`src/hdl/tga_uncompressed_rgb_stream_parser_top_macros.svh`:
```
`ifndef TGA_UNCOMPRESSED_RGB_STREAM_PARSER_TOP_MACROS_SVH
`define TGA_UNCOMPRESSED_RGB_STREAM_PARSER_TOP_MACROS_SVH

// same-cycle implication, checked out of reset
`define TGAP_ASSERT_IMP(name, ante, cons, msg) \
  name: assert property (@(posedge clk) disable iff (!rst_n) (ante) |-> (cons)) \
    else $error(msg);

// next-cycle implication, checked out of reset
`define TGAP_ASSERT_NXT(name, ante, cons, msg) \
  name: assert property (@(posedge clk) disable iff (!rst_n) (ante) |=> (cons)) \
    else $error(msg);

`endif

```
`src/hdl/tgap_pkg.sv`:
```
`timescale 1ns / 1ps
package tgap_pkg;

  // result kinds
  localparam logic [1:0] KIND_HEADER = 2'd0;
  localparam logic [1:0] KIND_PIXEL  = 2'd1;
  localparam logic [1:0] KIND_ERROR  = 2'd2;

  // error codes, in header order
  localparam logic [3:0] ERR_ID_LEN     = 4'd0;
  localparam logic [3:0] ERR_CMAP_TYPE  = 4'd1;
  localparam logic [3:0] ERR_IMG_TYPE   = 4'd2;
  localparam logic [3:0] ERR_CMAP_ORG   = 4'd3;
  localparam logic [3:0] ERR_CMAP_DEPTH = 4'd4;
  localparam logic [3:0] ERR_X_ORG      = 4'd5;
  localparam logic [3:0] ERR_Y_ORG      = 4'd6;
  localparam logic [3:0] ERR_WIDTH      = 4'd7;
  localparam logic [3:0] ERR_HEIGHT     = 4'd8;
  localparam logic [3:0] ERR_BPP        = 4'd9;
  localparam logic [3:0] ERR_DESC       = 4'd10;

  // header byte offsets that finish a field
  localparam logic [4:0] HB_ID_LEN      = 5'd0;
  localparam logic [4:0] HB_CMAP_TYPE   = 5'd1;
  localparam logic [4:0] HB_IMG_TYPE    = 5'd2;
  localparam logic [4:0] HB_CMAP_ORG    = 5'd4;
  localparam logic [4:0] HB_CMAP_LEN    = 5'd6;
  localparam logic [4:0] HB_CMAP_DEPTH  = 5'd7;
  localparam logic [4:0] HB_X_ORG       = 5'd9;
  localparam logic [4:0] HB_Y_ORG       = 5'd11;
  localparam logic [4:0] HB_WIDTH       = 5'd13;
  localparam logic [4:0] HB_HEIGHT      = 5'd15;
  localparam logic [4:0] HB_BPP         = 5'd16;
  localparam logic [4:0] HB_DESC        = 5'd17;
  localparam logic [4:0] HB_LAST        = 5'd17;

  localparam logic [7:0] IMG_TYPE_TRUECOLOR = 8'd2;
  localparam logic [7:0] BPP_24             = 8'd24;

  localparam int EXT_W  = 15;
  localparam int AREA_W = 30;

  typedef struct packed {
    logic [7:0] data_byte;
    logic       start_file;
  } in_item_t;

  typedef struct packed {
    logic [1:0]       result_kind;
    logic [3:0]       error_code;
    logic [EXT_W-1:0] image_width;
    logic [EXT_W-1:0] image_height;
    logic [7:0]       red;
    logic [7:0]       green;
    logic [7:0]       blue;
    logic             last_pixel;
  } result_t;

endpackage

```
`src/hdl/tgap_in_if.sv`:
```
`timescale 1ns / 1ps
interface tgap_in_if;
  logic       valid;
  logic       ready;
  logic [7:0] data_byte;
  logic       start_file;

  modport source (output valid, output data_byte, output start_file, input ready);
  modport sink (input valid, input data_byte, input start_file, output ready);
endinterface

```
`src/hdl/tgap_out_if.sv`:
```
`timescale 1ns / 1ps
interface tgap_out_if;
  logic        valid;
  logic        ready;
  logic [1:0]  result_kind;
  logic [3:0]  error_code;
  logic [14:0] image_width;
  logic [14:0] image_height;
  logic [7:0]  red;
  logic [7:0]  green;
  logic [7:0]  blue;
  logic        last_pixel;

  modport source (
    output valid, output result_kind, output error_code, output image_width,
    output image_height, output red, output green, output blue, output last_pixel,
    input ready
  );
  modport sink (
    input valid, input result_kind, input error_code, input image_width,
    input image_height, input red, input green, input blue, input last_pixel,
    output ready
  );
endinterface

```
`src/hdl/tga_uncompressed_rgb_stream_parser_top.sv`:
```
`timescale 1ns / 1ps
// Streaming parser for uncompressed 24-bit truecolor TGA files, one file byte per item
// with start_file marking byte 0. The block sustains one item per cycle while out_ch is
// not stalled: each byte is parsed in a single step between the input register and the
// result register, so a byte is held in the input register and its result is then
// registered in the result register that drives out_ch. The header's last byte emits
// width and height (the pixel count is formed by one 15x15 multiply in that step), a
// failed header check emits one error item and the block then waits for the next start
// flag, and every B,G,R triple of the image after a good header emits one pixel item.
`include "tga_uncompressed_rgb_stream_parser_top_macros.svh"
module tga_uncompressed_rgb_stream_parser_top
  import tgap_pkg::*;
(
  input  logic        clk,
  input  logic        rst_n,
  tgap_in_if.sink     in_ch,
  tgap_out_if.source  out_ch
);

  logic     held;
  in_item_t item;
  logic     take;
  logic     res_push;
  result_t  res;
  logic     out_space;

  tgap_in_reg u_in_reg (
    .clk   (clk),
    .rst_n (rst_n),
    .in_ch (in_ch),
    .take  (take),
    .held  (held),
    .item  (item)
  );

  tgap_core u_core (
    .clk       (clk),
    .rst_n     (rst_n),
    .held      (held),
    .item      (item),
    .out_space (out_space),
    .take      (take),
    .res_push  (res_push),
    .res       (res)
  );

  tgap_out_reg u_out_reg (
    .clk    (clk),
    .rst_n  (rst_n),
    .push   (res_push),
    .res    (res),
    .space  (out_space),
    .out_ch (out_ch)
  );

  `TGAP_ASSERT_NXT(a_held_item_kept, held && !take, held, "stalled item dropped from input register")
  `TGAP_ASSERT_IMP(a_push_has_room, res_push, out_space, "result pushed into a full output register")
  `TGAP_ASSERT_IMP(a_hdr_extent, out_ch.valid && out_ch.result_kind == KIND_HEADER, out_ch.image_width != '0 && out_ch.image_height != '0, "header result with zero extent")
  `TGAP_ASSERT_IMP(a_err_fields_clear, out_ch.valid && out_ch.result_kind == KIND_ERROR, out_ch.image_width == '0 && out_ch.red == '0 && out_ch.last_pixel == 1'b0, "error result carries stray fields")

endmodule

```
`src/hdl/tgap_in_reg.sv`:
```
`timescale 1ns / 1ps
module tgap_in_reg
  import tgap_pkg::*;
(
  input  logic        clk,
  input  logic        rst_n,
  tgap_in_if.sink     in_ch,
  input  logic        take,
  output logic        held,
  output in_item_t    item
);

  logic     held_r, held_nxt;
  in_item_t item_r, item_nxt;
  logic     load;

  assign in_ch.ready = !held_r || take;
  assign load        = in_ch.valid && in_ch.ready;

  always_comb begin
    held_nxt = held_r;
    item_nxt = item_r;
    if (load) begin
      held_nxt = 1'b1;
      item_nxt = '{data_byte: in_ch.data_byte, start_file: in_ch.start_file};
    end else if (take) begin
      held_nxt = 1'b0;
    end
  end

  always_ff @(posedge clk) begin
    if (!rst_n) begin
      held_r <= 1'b0;
    end else begin
      held_r <= held_nxt;
    end
  end

  always_ff @(posedge clk) begin
    item_r <= item_nxt;
  end

  assign held = held_r;
  assign item = item_r;

endmodule

```
`src/hdl/tgap_core.sv`:
```
`timescale 1ns / 1ps
module tgap_core
  import tgap_pkg::*;
(
  input  logic     clk,
  input  logic     rst_n,
  input  logic     held,
  input  in_item_t item,
  input  logic     out_space,
  output logic     take,
  output logic     res_push,
  output result_t  res
);

  localparam logic [1:0] PH_IDLE   = 2'd0;
  localparam logic [1:0] PH_HEADER = 2'd1;
  localparam logic [1:0] PH_PIXELS = 2'd2;

  logic [1:0]        phase_r, phase_nxt;
  logic [4:0]        idx_r, idx_nxt;
  logic [7:0]        low_r, low_nxt;
  logic [EXT_W-1:0]  width_r, width_nxt;
  logic [EXT_W-1:0]  height_r, height_nxt;
  logic [AREA_W-1:0] left_r, left_nxt;
  logic [1:0]        tri_r, tri_nxt;
  logic [7:0]        blue_r, blue_nxt;
  logic [7:0]        green_r, green_nxt;

  logic [1:0]        phase_eff;
  logic [4:0]        idx_eff;
  logic [AREA_W-1:0] left_eff;
  logic [AREA_W-1:0] left_dec;
  logic [1:0]        tri_eff;
  logic [7:0]        d;
  logic [15:0]       word;
  logic              word_bad_ext;
  logic [AREA_W-1:0] area;
  logic              err_hit;
  logic [3:0]        err_code;
  logic              has_res;

  assign d            = item.data_byte;
  assign word         = {d, low_r};
  assign word_bad_ext = (word == 16'd0) || word[15];
  assign area         = {{(AREA_W-EXT_W){1'b0}}, width_r} * {{(AREA_W-EXT_W){1'b0}}, height_r};

  // start flag abandons the current file
  assign phase_eff = item.start_file ? PH_HEADER : phase_r;
  assign idx_eff   = item.start_file ? 5'd0 : idx_r;
  assign tri_eff   = item.start_file ? 2'd0 : tri_r;
  assign left_eff  = item.start_file ? '0 : left_r;
  assign left_dec  = left_eff - AREA_W'(1);

  always_comb begin
    phase_nxt  = phase_eff;
    idx_nxt    = idx_eff;
    low_nxt    = low_r;
    width_nxt  = width_r;
    height_nxt = height_r;
    left_nxt   = left_eff;
    tri_nxt    = tri_eff;
    blue_nxt   = blue_r;
    green_nxt  = green_r;
    err_hit    = 1'b0;
    err_code   = ERR_ID_LEN;
    has_res    = 1'b0;
    res        = '0;

    case (phase_eff)
      PH_HEADER: begin
        case (idx_eff)
          HB_ID_LEN: begin
            err_hit = (d != 8'd0);
            err_code = ERR_ID_LEN;
          end
          HB_CMAP_TYPE: begin
            err_hit = (d != 8'd0);
            err_code = ERR_CMAP_TYPE;
          end
          HB_IMG_TYPE: begin
            err_hit = (d != IMG_TYPE_TRUECOLOR);
            err_code = ERR_IMG_TYPE;
          end
          HB_CMAP_ORG: begin
            err_hit = (word != 16'd0);
            err_code = ERR_CMAP_ORG;
          end
          HB_CMAP_LEN: begin
            // length is not checked; drop the high byte
          end
          HB_CMAP_DEPTH: begin
            err_hit = (d != 8'd0);
            err_code = ERR_CMAP_DEPTH;
          end
          HB_X_ORG: begin
            err_hit = (word != 16'd0);
            err_code = ERR_X_ORG;
          end
          HB_Y_ORG: begin
            err_hit = (word != 16'd0);
            err_code = ERR_Y_ORG;
          end
          HB_WIDTH: begin
            width_nxt = word[EXT_W-1:0];
            err_hit = word_bad_ext;
            err_code = ERR_WIDTH;
          end
          HB_HEIGHT: begin
            height_nxt = word[EXT_W-1:0];
            err_hit = word_bad_ext;
            err_code = ERR_HEIGHT;
          end
          HB_BPP: begin
            err_hit = (d != BPP_24);
            err_code = ERR_BPP;
          end
          HB_DESC: begin
            err_hit = (d != 8'd0);
            err_code = ERR_DESC;
          end
          default: begin
            low_nxt = d;
          end
        endcase

        if (err_hit) begin
          phase_nxt       = PH_IDLE;
          idx_nxt         = 5'd0;
          has_res         = 1'b1;
          res.result_kind = KIND_ERROR;
          res.error_code  = err_code;
        end else if (idx_eff >= HB_LAST) begin
          phase_nxt        = PH_PIXELS;
          idx_nxt          = 5'd0;
          tri_nxt          = 2'd0;
          left_nxt         = area;
          has_res          = 1'b1;
          res.result_kind  = KIND_HEADER;
          res.image_width  = width_r;
          res.image_height = height_r;
        end else begin
          idx_nxt = idx_eff + 5'd1;
        end
      end
      PH_PIXELS: begin
        case (tri_eff)
          2'd0: begin
            blue_nxt = d;
            tri_nxt  = 2'd1;
          end
          2'd1: begin
            green_nxt = d;
            tri_nxt   = 2'd2;
          end
          default: begin
            tri_nxt         = 2'd0;
            left_nxt        = left_dec;
            has_res         = 1'b1;
            res.result_kind = KIND_PIXEL;
            res.red         = d;
            res.green       = green_r;
            res.blue        = blue_r;
            if (left_dec == '0) begin
              res.last_pixel = 1'b1;
              phase_nxt      = PH_IDLE;
            end
          end
        endcase
      end
      default: begin
        // idle: ignore the byte
      end
    endcase
  end

  // items with no result never wait for the output register
  assign take     = held && (out_space || !has_res);
  assign res_push = take && has_res;

  always_ff @(posedge clk) begin
    if (!rst_n) begin
      phase_r  <= PH_IDLE;
      idx_r    <= 5'd0;
      low_r    <= 8'd0;
      width_r  <= '0;
      height_r <= '0;
      left_r   <= '0;
      tri_r    <= 2'd0;
      blue_r   <= 8'd0;
      green_r  <= 8'd0;
    end else if (take) begin
      phase_r  <= phase_nxt;
      idx_r    <= idx_nxt;
      low_r    <= low_nxt;
      width_r  <= width_nxt;
      height_r <= height_nxt;
      left_r   <= left_nxt;
      tri_r    <= tri_nxt;
      blue_r   <= blue_nxt;
      green_r  <= green_nxt;
    end
  end

endmodule

```
`src/hdl/tgap_out_reg.sv`:
```
`timescale 1ns / 1ps
module tgap_out_reg
  import tgap_pkg::*;
(
  input  logic      clk,
  input  logic      rst_n,
  input  logic      push,
  input  result_t   res,
  output logic      space,
  tgap_out_if.source out_ch
);

  logic    valid_r, valid_nxt;
  result_t res_r, res_nxt;

  assign space = !valid_r || out_ch.ready;

  always_comb begin
    valid_nxt = valid_r;
    res_nxt   = res_r;
    if (push) begin
      valid_nxt = 1'b1;
      res_nxt   = res;
    end else if (out_ch.ready) begin
      valid_nxt = 1'b0;
    end
  end

  always_ff @(posedge clk) begin
    if (!rst_n) begin
      valid_r <= 1'b0;
    end else begin
      valid_r <= valid_nxt;
    end
  end

  always_ff @(posedge clk) begin
    res_r <= res_nxt;
  end

  assign out_ch.valid        = valid_r;
  assign out_ch.result_kind  = res_r.result_kind;
  assign out_ch.error_code   = res_r.error_code;
  assign out_ch.image_width  = res_r.image_width;
  assign out_ch.image_height = res_r.image_height;
  assign out_ch.red          = res_r.red;
  assign out_ch.green        = res_r.green;
  assign out_ch.blue         = res_r.blue;
  assign out_ch.last_pixel   = res_r.last_pixel;

endmodule
```
`src/flat_wrapper.sv`:
```
// flat-port wrapper written by rule: the top's interface ports become plain ports
module tga_uncompressed_rgb_stream_parser_top_flat import tgap_pkg::*;
  (clk, rst_n, in_ch_valid, in_ch_data_byte, in_ch_start_file, in_ch_ready, out_ch_valid, out_ch_result_kind, out_ch_error_code, out_ch_image_width, out_ch_image_height, out_ch_red, out_ch_green, out_ch_blue, out_ch_last_pixel, out_ch_ready);
  tgap_in_if in_ch_i ();
  tgap_out_if out_ch_i ();
  input  logic clk;
  input  logic rst_n;
  input wire logic [$bits(in_ch_i.valid)-1:0] in_ch_valid;
  input wire logic [$bits(in_ch_i.data_byte)-1:0] in_ch_data_byte;
  input wire logic [$bits(in_ch_i.start_file)-1:0] in_ch_start_file;
  output wire logic [$bits(in_ch_i.ready)-1:0] in_ch_ready;
  output wire logic [$bits(out_ch_i.valid)-1:0] out_ch_valid;
  output wire logic [$bits(out_ch_i.result_kind)-1:0] out_ch_result_kind;
  output wire logic [$bits(out_ch_i.error_code)-1:0] out_ch_error_code;
  output wire logic [$bits(out_ch_i.image_width)-1:0] out_ch_image_width;
  output wire logic [$bits(out_ch_i.image_height)-1:0] out_ch_image_height;
  output wire logic [$bits(out_ch_i.red)-1:0] out_ch_red;
  output wire logic [$bits(out_ch_i.green)-1:0] out_ch_green;
  output wire logic [$bits(out_ch_i.blue)-1:0] out_ch_blue;
  output wire logic [$bits(out_ch_i.last_pixel)-1:0] out_ch_last_pixel;
  input wire logic [$bits(out_ch_i.ready)-1:0] out_ch_ready;
  assign in_ch_i.valid = in_ch_valid;
  assign in_ch_i.data_byte = in_ch_data_byte;
  assign in_ch_i.start_file = in_ch_start_file;
  assign in_ch_ready = in_ch_i.ready;
  assign out_ch_valid = out_ch_i.valid;
  assign out_ch_result_kind = out_ch_i.result_kind;
  assign out_ch_error_code = out_ch_i.error_code;
  assign out_ch_image_width = out_ch_i.image_width;
  assign out_ch_image_height = out_ch_i.image_height;
  assign out_ch_red = out_ch_i.red;
  assign out_ch_green = out_ch_i.green;
  assign out_ch_blue = out_ch_i.blue;
  assign out_ch_last_pixel = out_ch_i.last_pixel;
  assign out_ch_i.ready = out_ch_ready;
  tga_uncompressed_rgb_stream_parser_top u_core (.clk(clk), .rst_n(rst_n), .in_ch(in_ch_i), .out_ch(out_ch_i));
endmodule
```
`config.mk`:
```
export PLATFORM = sky130hd
export DESIGN_NAME = tga_uncompressed_rgb_stream_parser_top_flat
export DESIGN_NICKNAME = d
export VERILOG_FILES = /design/src/hdl/tgap_pkg.sv /design/src/hdl/tgap_in_if.sv /design/src/hdl/tgap_out_if.sv /design/src/hdl/tga_uncompressed_rgb_stream_parser_top.sv /design/src/hdl/tgap_in_reg.sv /design/src/hdl/tgap_core.sv /design/src/hdl/tgap_out_reg.sv /design/src/flat_wrapper.sv
export VERILOG_INCLUDE_DIRS = /design/src /design/src/hdl
export SDC_FILE = /design/constraint.sdc
export NUM_CORES = 1
export LEC_CHECK = 0
export BUFFER_PORTS_ARGS = -buffer_cell sky130_fd_sc_hd__buf_2
export CAP_MARGIN = 10
export CORE_MARGIN = 3
export CORE_UTILIZATION = 64
export DETAILED_ROUTE_END_ITERATION = 6
export GPL_ROUTABILITY_DRIVEN = 0
export PLACE_DENSITY = 0.92
export SYNTH_ARGS = -nofsm -noshare
export SYNTH_HDL_FRONTEND = slang
export SYNTH_SLANG_ARGS = --single-unit
```
`constraint.sdc`:
```
create_clock -name clk -period 7.1 [get_ports clk]
set_clock_uncertainty 0.1 [all_clocks]
set_input_delay 0.355 -clock clk [delete_from_list [all_inputs] [get_ports clk]]
set_output_delay 0.355 -clock clk [all_outputs]
set_load 0.1 [all_outputs]
```
==> Word level (Yosys, flattened, before mapping) <==
Cells that the tools add are included.
{ "op_classes": {"addsub": 2, "mux": 35, "bitwise": 4, "reduce_logical": 31, "eq_ne": 16, "magnitude_cmp": 1, "n_mul": 1} }
{ "op_table": {"columns": ["operator", "count"], "rows": [
  ["2-to-1 mux 30 bit", 4],
  ["case mux 30 bit (2 select lines)", 1],
  ["case mux 4 bit (10 select lines)", 1],
  ["zero test 30 bit", 1],
  ["multiplier 15 x 15 -> 30 bit", 1],
  ["subtractor 30 x 1 -> 30 bit, second input constant", 1],
  ["equality test 5 x 4 -> 1 bit, second input constant", 4],
  ["2-to-1 mux 5 bit", 4],
  ["2-to-1 mux 2 bit", 9],
  ["zero test 16 bit", 1],
  ["case mux 2 bit (2 select lines)", 4],
  ["nonzero test 16 bit", 1],
  ["equality test 5 x 3 -> 1 bit, second input constant", 3],
  ["AND reduction 3 bit", 5],
  ["OR reduction 12 bit", 1],
  ["equality test 5 bit, second input constant", 2],
  ["2-to-1 mux 1 bit", 10],
  ["OR reduction 3 bit", 3],
  ["!= test 8 x 2 -> 1 bit, second input constant", 1],
  ["!= test 8 x 5 -> 1 bit, second input constant", 1],
  ["nonzero test 8 bit", 1],
  ["adder 5 x 1 -> 5 bit, second input constant", 1],
  ["equality test 5 x 1 -> 1 bit, second input constant", 1],
  ["equality test 5 x 2 -> 1 bit, second input constant", 1],
  ["other kinds (15)", 28]
]} }
{ "word_totals": {"regBits": 165, "wordCells": 111} }

==> Longest topological paths before layout <==
{ "logic_depth": {"ltp_word": 13, "ltp_mapped": 24} }

==> By module <==
Synthesis repeated with hierarchy kept, for this count alone.
{ "unflattened": {"hier_cells": 1798, "area_unflattened_um2": 15778.9} }
{ "modules_own_cells": {"columns": ["mod", "seq_area_each_um2", "cells_per_inst", "n_inst", "area_each_um2"], "rows": [
  ["tgap_core", 1861.8, 1719, 1, 13570.5],
  ["tgap_out_reg", 1851.8, 65, 1, 1880.6],
  ["tgap_in_reg", 290.3, 14, 1, 327.8]
]} }

==> Least setup slack after synthesis <==
No wires, ideal clock.
{ "synth_timing": {"path_kind": "register -> register", "start": "register u_core.u_in_reg.item_r (netlist bit u_core.u_in_reg.item[0])", "end": "register u_core.u_out_reg.res_r (netlist bit u_core.u_out_reg.out_ch.blue[0]), enable pin", "period_less_slack_ns": 6.023, "path_stages_with_launch": 16, "arrival_time_ns": 5.442, "setup_ns": 0.480, "n_path_buf": 5, "slack_ns": 1.077, "path_cell_list": "edfxtp_1 > buf_6 > clkbuf_1 > clkbuf_1 > buf_1 > or2_2 > inv_1 > ha_1 > nand3_1 > inv_1 > o21ai_0 > a31oi_4 > nor2b_1 > buf_2 > nand2_1 > nor2_1"} }
{ "synth_between": {"elab_chain_len": 11, "elab_cells_between_ends": 33, "classes_between": "1 x order compare; 13 x eq/ne; 9 x mux; 10 x reduce/logical"} }
{ "synth_lines": {"columns": ["item", "line_no", "text"], "rows": [
  ["start: declaration", "tgap_in_reg.sv:14", "in_item_t item_r, item_nxt;"],
  ["start signal: assignment", "tgap_in_reg.sv:40", "item_r <= item_nxt;"],
  ["2-to-1 mux 5 bit", "tgap_core.sv:49", "assign idx_eff = item.start_file ? 5'd0 : idx_r;"],
  ["equality test 5 bit (tied with other cells)", "tgap_core.sv:71", "case (idx_eff)"],
  ["OR reduction 4 bit (no source line) (tied with other cells)", null, null],
  ["case mux 1 bit (5 select lines)", "tgap_core.sv:71", null],
  ["2-to-1 mux 1 bit", "tgap_core.sv:69", "case (phase_eff)"],
  ["2-to-1 mux 1 bit", "tgap_core.sv:126", "if (err_hit) begin"],
  ["case mux 1 bit (2 select lines) *", "tgap_core.sv:69", null],
  ["zero test 1 bit", "tgap_core.sv:177", "assign take = held && (out_space || !has_res);"],
  ["logical OR 1 bit", "tgap_core.sv:177", null],
  ["logical AND 1 bit", "tgap_core.sv:177", null],
  ["logical AND 1 bit *", "tgap_core.sv:178", "assign res_push = take && has_res;"],
  ["named net u_core.res_push", "tga_uncompressed_rgb_stream_parser_top.sv:23", "logic res_push;"],
  ["end signal: assignment", "tgap_out_reg.sv:38", "res_r <= res_nxt;"],
  ["end: declaration", "tgap_out_reg.sv:14", "result_t res_r, res_nxt;"]
]} }
Mark *: on every way through the listed nets, which the timed path passes. The rest lies on a longest branch. The select of a mux whose other input is x is not followed.
A chain may end at the register's enable or synchronous reset.

==> Worst setup path after layout <==
{ "layout_timing": {"start": "register u_core.u_core.height_r[7]", "end": "register u_core.u_core.left_r[23]"} }
{ "layout_between": {"elab_chain_len": 4} }
{ "layout_lines": {"columns": ["item", "line_no", "text"], "rows": [
  ["start: declaration", "tgap_core.sv:23", "logic [EXT_W-1:0] height_r, height_nxt;"],
  ["start signal: assignment", "tgap_core.sv:196", "height_r <= height_nxt;"],
  ["multiplier 15 x 15 -> 30 bit", "tgap_core.sv:45", "assign area = {{(AREA_W-EXT_W){1'b0}}, width_r} * {{(AREA_W-EXT_W){1'b0}}, height_r};"],
  ["2-to-1 mux 30 bit", "tgap_core.sv:132", "end else if (idx_eff >= HB_LAST) begin"],
  ["2-to-1 mux 30 bit", "tgap_core.sv:126", null],
  ["case mux 30 bit (2 select lines)", "tgap_core.sv:69", null],
  ["end signal: assignment", "tgap_core.sv:197", "left_r <= left_nxt;"],
  ["end: declaration", "tgap_core.sv:24", "logic [AREA_W-1:0] left_r, left_nxt;"]
]} }
Every way passes these cells.

==> results.md <==
Place:
- The number of placed cells counting well taps is 2,092.
- The HPWL after detailed placement is 31,600 um.
- The port buffer count is 75.

Drt:
- For this run, design rule violations remaining after detail routing come to 0.
- The first-pass iteration count of the detailed router is 7.
- The overall via count from detail_route is 14,300.
- The wire length reported by the detailed router is 47,700 um.
- In this run, the number of DRC markers left after iteration 0 of detailed routing was 2,265.
- After detailed routing, the average wire length per cell comes to 22.4 um.
- In the routed layout, each cell is associated on average with a via count of 6.71.
- The remaining antenna violation count is 0.

Critical path:
- The kind of cell with the highest combined delay along the critical path is adder cells.
- The most numerous cell on the critical path is fa_1.
- On the critical path, the stage with the largest delay is an instance of dfxtp_1.
- The critical path goes through nand2_1 -> fa_1 -> fa_1 -> fa_1 -> inv_1 -> fa_1 -> fa_1 -> inv_1 -> fa_1 -> inv_1 -> ha_1 -> nand4_1 -> a211oi_1 -> nor2_1 -> o21ai_0 -> a2111oi_0 -> a41oi_1 -> a31oi_1 -> o21ai_0.
- The path type of the worst setup path is flip-flop to flip-flop.
- The maximum fanout along the worst path is 17.
- The required arrival time at the worst endpoint is 7380 ps.
- The critical path startpoint category is a flip-flop.
- In this design, the stage delay of the slowest critical-path cell is 850 ps.
- STA classifies the critical path endpoint as a flip-flop.
- Data on the critical path arrives at its endpoint at 7110 ps.
- The number of buffer and inverter stages on the critical path is 3.

Logic synthesis:
- The cell area that synthesis handed to floorplanning was 16,000 um2.
- Multiplexer cells account for 3.77% of the synthesized area.
- After synthesis, the largest family of logic cells by area is adder cells.
- For this run, the leading register cell type out of synthesis is dfxtp_1.
- Of the total synthesized cell area, the portion taken by AND, OR, NAND and NOR gates is 20.8%.
- Synthesis produced 1,778 cells.
- The average instance area after synthesis is 9.02 um2.
- The number of distinct library cell variants in the gate-level netlist after synthesis is 86.
- The number of enable-type register cells in the synthesized netlist is 70.
- The Yosys warning count is 0.
- The portion of the post-synthesis area used by sequential elements is 25.0%.
- After Yosys synthesis, XOR and XNOR cells account for 2.08% of the synthesized area.
- The number of synthesized register bits is 165.
- The synthesized netlist devotes 11.4% of its cell area to compound gates.
- The adder and majority cell fraction of the synthesized area is 28.9%.
- Of all flip-flops after synthesis, the portion carrying an async set or reset was 0%.
- Synthesis produced a netlist with a net count of 2,061.

Power:
- The share of power burned in the clock network is 45.2%.
- In this run, the combinational gates consume 6.5% of the power.
- The internal portion of the total power is 0.00150 W.
- The cell area power density is 121 nW/um2.
- Across the VDD grid, the largest voltage drop is 0.146 mV.
- In this run the power spent charging and discharging nets is 0.000581 W.
- The leakage power figure is 8.34 nW.
- The switching share of power is 27.9%.
- The sequential share of power is 48.3%.

Clocking:
- CTS placed an instance of clkbuf_16 at the clock tree root.
- In this run the deepest clock path goes through 2 buffers.
- The clock transition at the registers of the reported paths is 80 ps.
- In this run, post-CTS repair resized a total of 0 instances.
- The clock net in this run drives a total of 165 sinks.
- The clock latency reported for the late side of the worst-skew pair is 460 ps.
- The buffer count from post-CTS setup fixing is 0.
- The number of buffers inserted for hold repair after clock tree synthesis is 9.
- TritonCTS built the clock tree.
- The maximum level of the CTS H-tree is 4.
- Counting the buffers created by CTS gives 17.

Timing:
- The final-report max-slew violation count is 0.
- Static timing analysis puts the maximum clock frequency at 146 MHz.
- Setup repair after global routing left no endpoint under its margin.
- The minimum period implied by the final worst setup slack is 6830 ps.
- The worst pin sits at a relative slew slack of 25.2%.
- Setup violations remaining at the end of the flow were counted as 0.
- The post-route setup TNS is 0 ps.
- The count of final hold-check violations came to 0.
- The share of the clock period used by the worst path after layout is 96.2%.
- At the pin with the least slew margin, the transition time is 1120 ps.

Global route:
- The total track usage is 36.5%.
- The number of global-route vias before repair was 14,500.
- The number of antenna violations at the first check in global routing is 1.
- The first global-routing pass estimated 77,100 um of wire.
- For this run the aggregate overflow at the end of global routing stands at 0.
- The pin count of the biggest net entering global routing is 85.

Hold path:
- In this run the worst hold path is classified as input port to flip-flop.

Die:
- The floorplan step set the die height to 164 um.
- The floorplan row count is 57.
- 76 I/O pins were placed.
- The starting utilization of the core area is 65.5%.
- The area of the die is 27,000 um2.
- The area of the core is 24,500 um2.
- In this run the horizontal extent of the chip is 164 um.

Final layout:
- The number of standard cells in the layout, taps in and fillers out is 2,133.
- From synthesis to final layout, the design area changed by 7.05%.
- In the final layout, the share of cells above drive strength 1 is 8.68%.
- The number of antenna diodes in the final layout is 0.
- The number of inserted filler cells in the final layout is 1,585.
- The net count of the finished layout is 2,079.

Flow run:
- The number of maximum-capacitance violations is 0.

Outcome:
- The flow ran to the end, and the final reports show no timing, DRC or antenna violations.
[power groups by stage]
| stage | logic, W | registers [W] | clock network, W |
|---|---|---|---|
| after floorplan | 0.0000858 | 0.00103 | 0 |
| after global placement | 0.000119 | 0.00102 | 0 |
| after detailed placement | 0.000122 | 0.00103 | 0 |
| after CTS | 0.000128 | 0.00100 | 0.000925 |
| after global routing | 0.000142 | 0.00100 | 0.000972 |
| final | 0.000134 | 0.00100 | 0.000940 |
[synth_stat cells (4+ instances only)]
| cell | n | area [um2] |
|---|---|---|
| nand2b_1 | 5 | 31.3 |
| nand3_1 | 32 | 160 |
| a21o_1 | 19 | 143 |
| a22oi_1 | 14 | 105 |
| nor4_1 | 8 | 50.1 |
| and2_1 | 155 | 970 |
| or3_1 | 6 | 37.5 |
| nor3_1 | 26 | 130 |
| a21oi_1 | 70 | 350 |
| buf_1 | 4 | 15.0 |
| o22ai_1 | 11 | 68.8 |
| xor2_1 | 12 | 105 |
| nand4_1 | 14 | 87.6 |
| xnor2_1 | 26 | 228 |
| a311oi_1 | 6 | 52.6 |
| edfxtp_1 | 70 | 2100 |
| buf_6 | 4 | 45.0 |
| o31ai_1 | 7 | 52.6 |
| a31oi_1 | 13 | 81.3 |
| and3_1 | 45 | 282 |
| a211oi_1 | 7 | 52.6 |
| a32oi_1 | 4 | 35.0 |
| nor3b_1 | 4 | 30.0 |
| o21ai_0 | 61 | 305 |
| clkbuf_1 | 75 | 282 |
| inv_1 | 226 | 848 |
| ha_1 | 103 | 1290 |
| o21a_1 | 9 | 67.6 |
| o211ai_1 | 4 | 30.0 |
| nand2_1 | 172 | 646 |
| fa_1 | 167 | 3340 |
| a221oi_1 | 5 | 43.8 |
| nor2_1 | 123 | 462 |
| buf_4 | 4 | 30.0 |
| nor2b_1 | 18 | 113 |
| mux2i_1 | 57 | 571 |
| dfxtp_1 | 95 | 1900 |
| buf_2 | 13 | 65.1 |
| a21boi_0 | 4 | 30.0 |
[state kept, by name, indices dropped and copies added (netlist names)]
name                                  count
u_core.u_core.blue_r                      8
u_core.u_core.green_r                     8
u_core.u_core.height_r                   15
u_core.u_core.idx_r                       5
u_core.u_core.left_r                     30
u_core.u_core.low_r                       8
u_core.u_core.phase_r                     2
u_core.u_core.tri_r                       2
u_core.u_core.width_r                    15
u_core.u_in_reg.held                      1
u_core.u_in_reg.item                      9
u_core.u_out_reg.out_ch.blue              8
u_core.u_out_reg.out_ch.error_code        4
u_core.u_out_reg.out_ch.green             8
u_core.u_out_reg.out_ch.image_height     15
u_core.u_out_reg.out_ch.image_width      15
u_core.u_out_reg.out_ch.last_pixel        1
u_core.u_out_reg.out_ch.red               8
u_core.u_out_reg.out_ch.result_kind       2
u_core.u_out_reg.out_ch.valid             1
[metal layers]
metal / GRT usage (%) / vias up / wire, um
met2: 57.6 / 1278 / 21600
met5: 0 / - / 0
met4: 22.7 / 0 / 3720
li1: - / 5955 / -
met1: 44.5 / 6691 / 16000
met3: 10.1 / 391 / 6390
[cell type report]
cell class | instances | area [um2] | share of cell area [%]
clock buffers | 18 | 429 | 2.50
inverters | 227 | 852 | 4.96
multi-input cells | 1285 | 10700 | 62.6
well taps | 324 | 405 | 2.36
flip-flops and latches | 165 | 4000 | 23.3
repair buffers | 100 | 586 | 3.41
clock inverters | 14 | 150 | 0.875
[metrics by stage]
| stage | hold WS [ps] | worst slack [ps] | area (um2) | utilization (%) | power [W] |
|---|---|---|---|---|---|
| floorplan | 332 | 1080 | 16000 | - | 0.00111 |
| CTS | 80.6 | 438 | 17200 | 70.2 | 0.00206 |
| detailed placement | 346 | 590 | 16500 | 67.4 | 0.00115 |
| global placement | 338 | 819 | 16500 | 67.4 | 0.00114 |
| global route | 94.0 | 3.34 | 17200 | 70.2 | 0.00212 |
| finish | 80.6 | 267 | 17200 | 70.2 | 0.00208 |
[final timing paths]
check,start,endpoint,slack [ps],cells past startpoint
worst min-delay path,in_ch_valid,u_core.u_in_reg.held$_SDFFE_PN0P_,80,3
worst min register to register,u_core.u_core.green_r[1]$_SDFFE_PN0P_,u_core.u_core.green_r[1]$_SDFFE_PN0P_,360,2
worst max register to register,u_core.u_core.height_r[7]$_SDFFE_PN0P_,u_core.u_core.left_r[23]$_SDFFE_PN0P_,270,19
worst max-delay path,u_core.u_core.height_r[7]$_SDFFE_PN0P_,u_core.u_core.left_r[23]$_SDFFE_PN0P_,270,19
[cells in the final DEF, fill, tap and decap left out, types with 13 or more instances in the layout]
cell type / Yosys / layout
a21o_1: 19 / 19
a21oi_1: 70 / 70
a22oi_1: 14 / 14
a31oi_1: 13 / 13
and2_1: 155 / 155
and3_1: 45 / 45
buf_2: 13 / 75
buf_4: 4 / 16
clkbuf_16: 0 / 17
dfxtp_1: 95 / 95
edfxtp_1: 70 / 70
fa_1: 167 / 167
ha_1: 103 / 103
inv_1: 226 / 225
mux2i_1: 57 / 57
nand2_1: 172 / 172
nand3_1: 32 / 32
nand4_1: 14 / 14
nor2_1: 123 / 122
nor2b_1: 18 / 17
nor3_1: 26 / 26
o21ai_0: 61 / 61
xnor2_1: 26 / 26
[kinds of logic after synthesis]
logic type / count (synthesis)
AO/OA/AOI/OAI: 276
multiplexers: 60
flip-flops: 165
AND/OR/NAND/NOR: 641
buffers and inverters: 328
adder cells (fa/ha/maj): 270
XOR/XNOR: 38
[worst reg2reg max path: stages (launching register included)]
cell and delay (ps):
dfxtp_1 850, nand2_1 190, fa_1 580, fa_1 460
fa_1 550, inv_1 60, fa_1 470, fa_1 530
inv_1 60, fa_1 480, inv_1 50, ha_1 340
nand4_1 150, a211oi_1 420, nor2_1 140, o21ai_0 560
a2111oi_0 260, a41oi_1 240, a31oi_1 110, o21ai_0 150
Note: power is estimated with default switching activity, not from simulation.
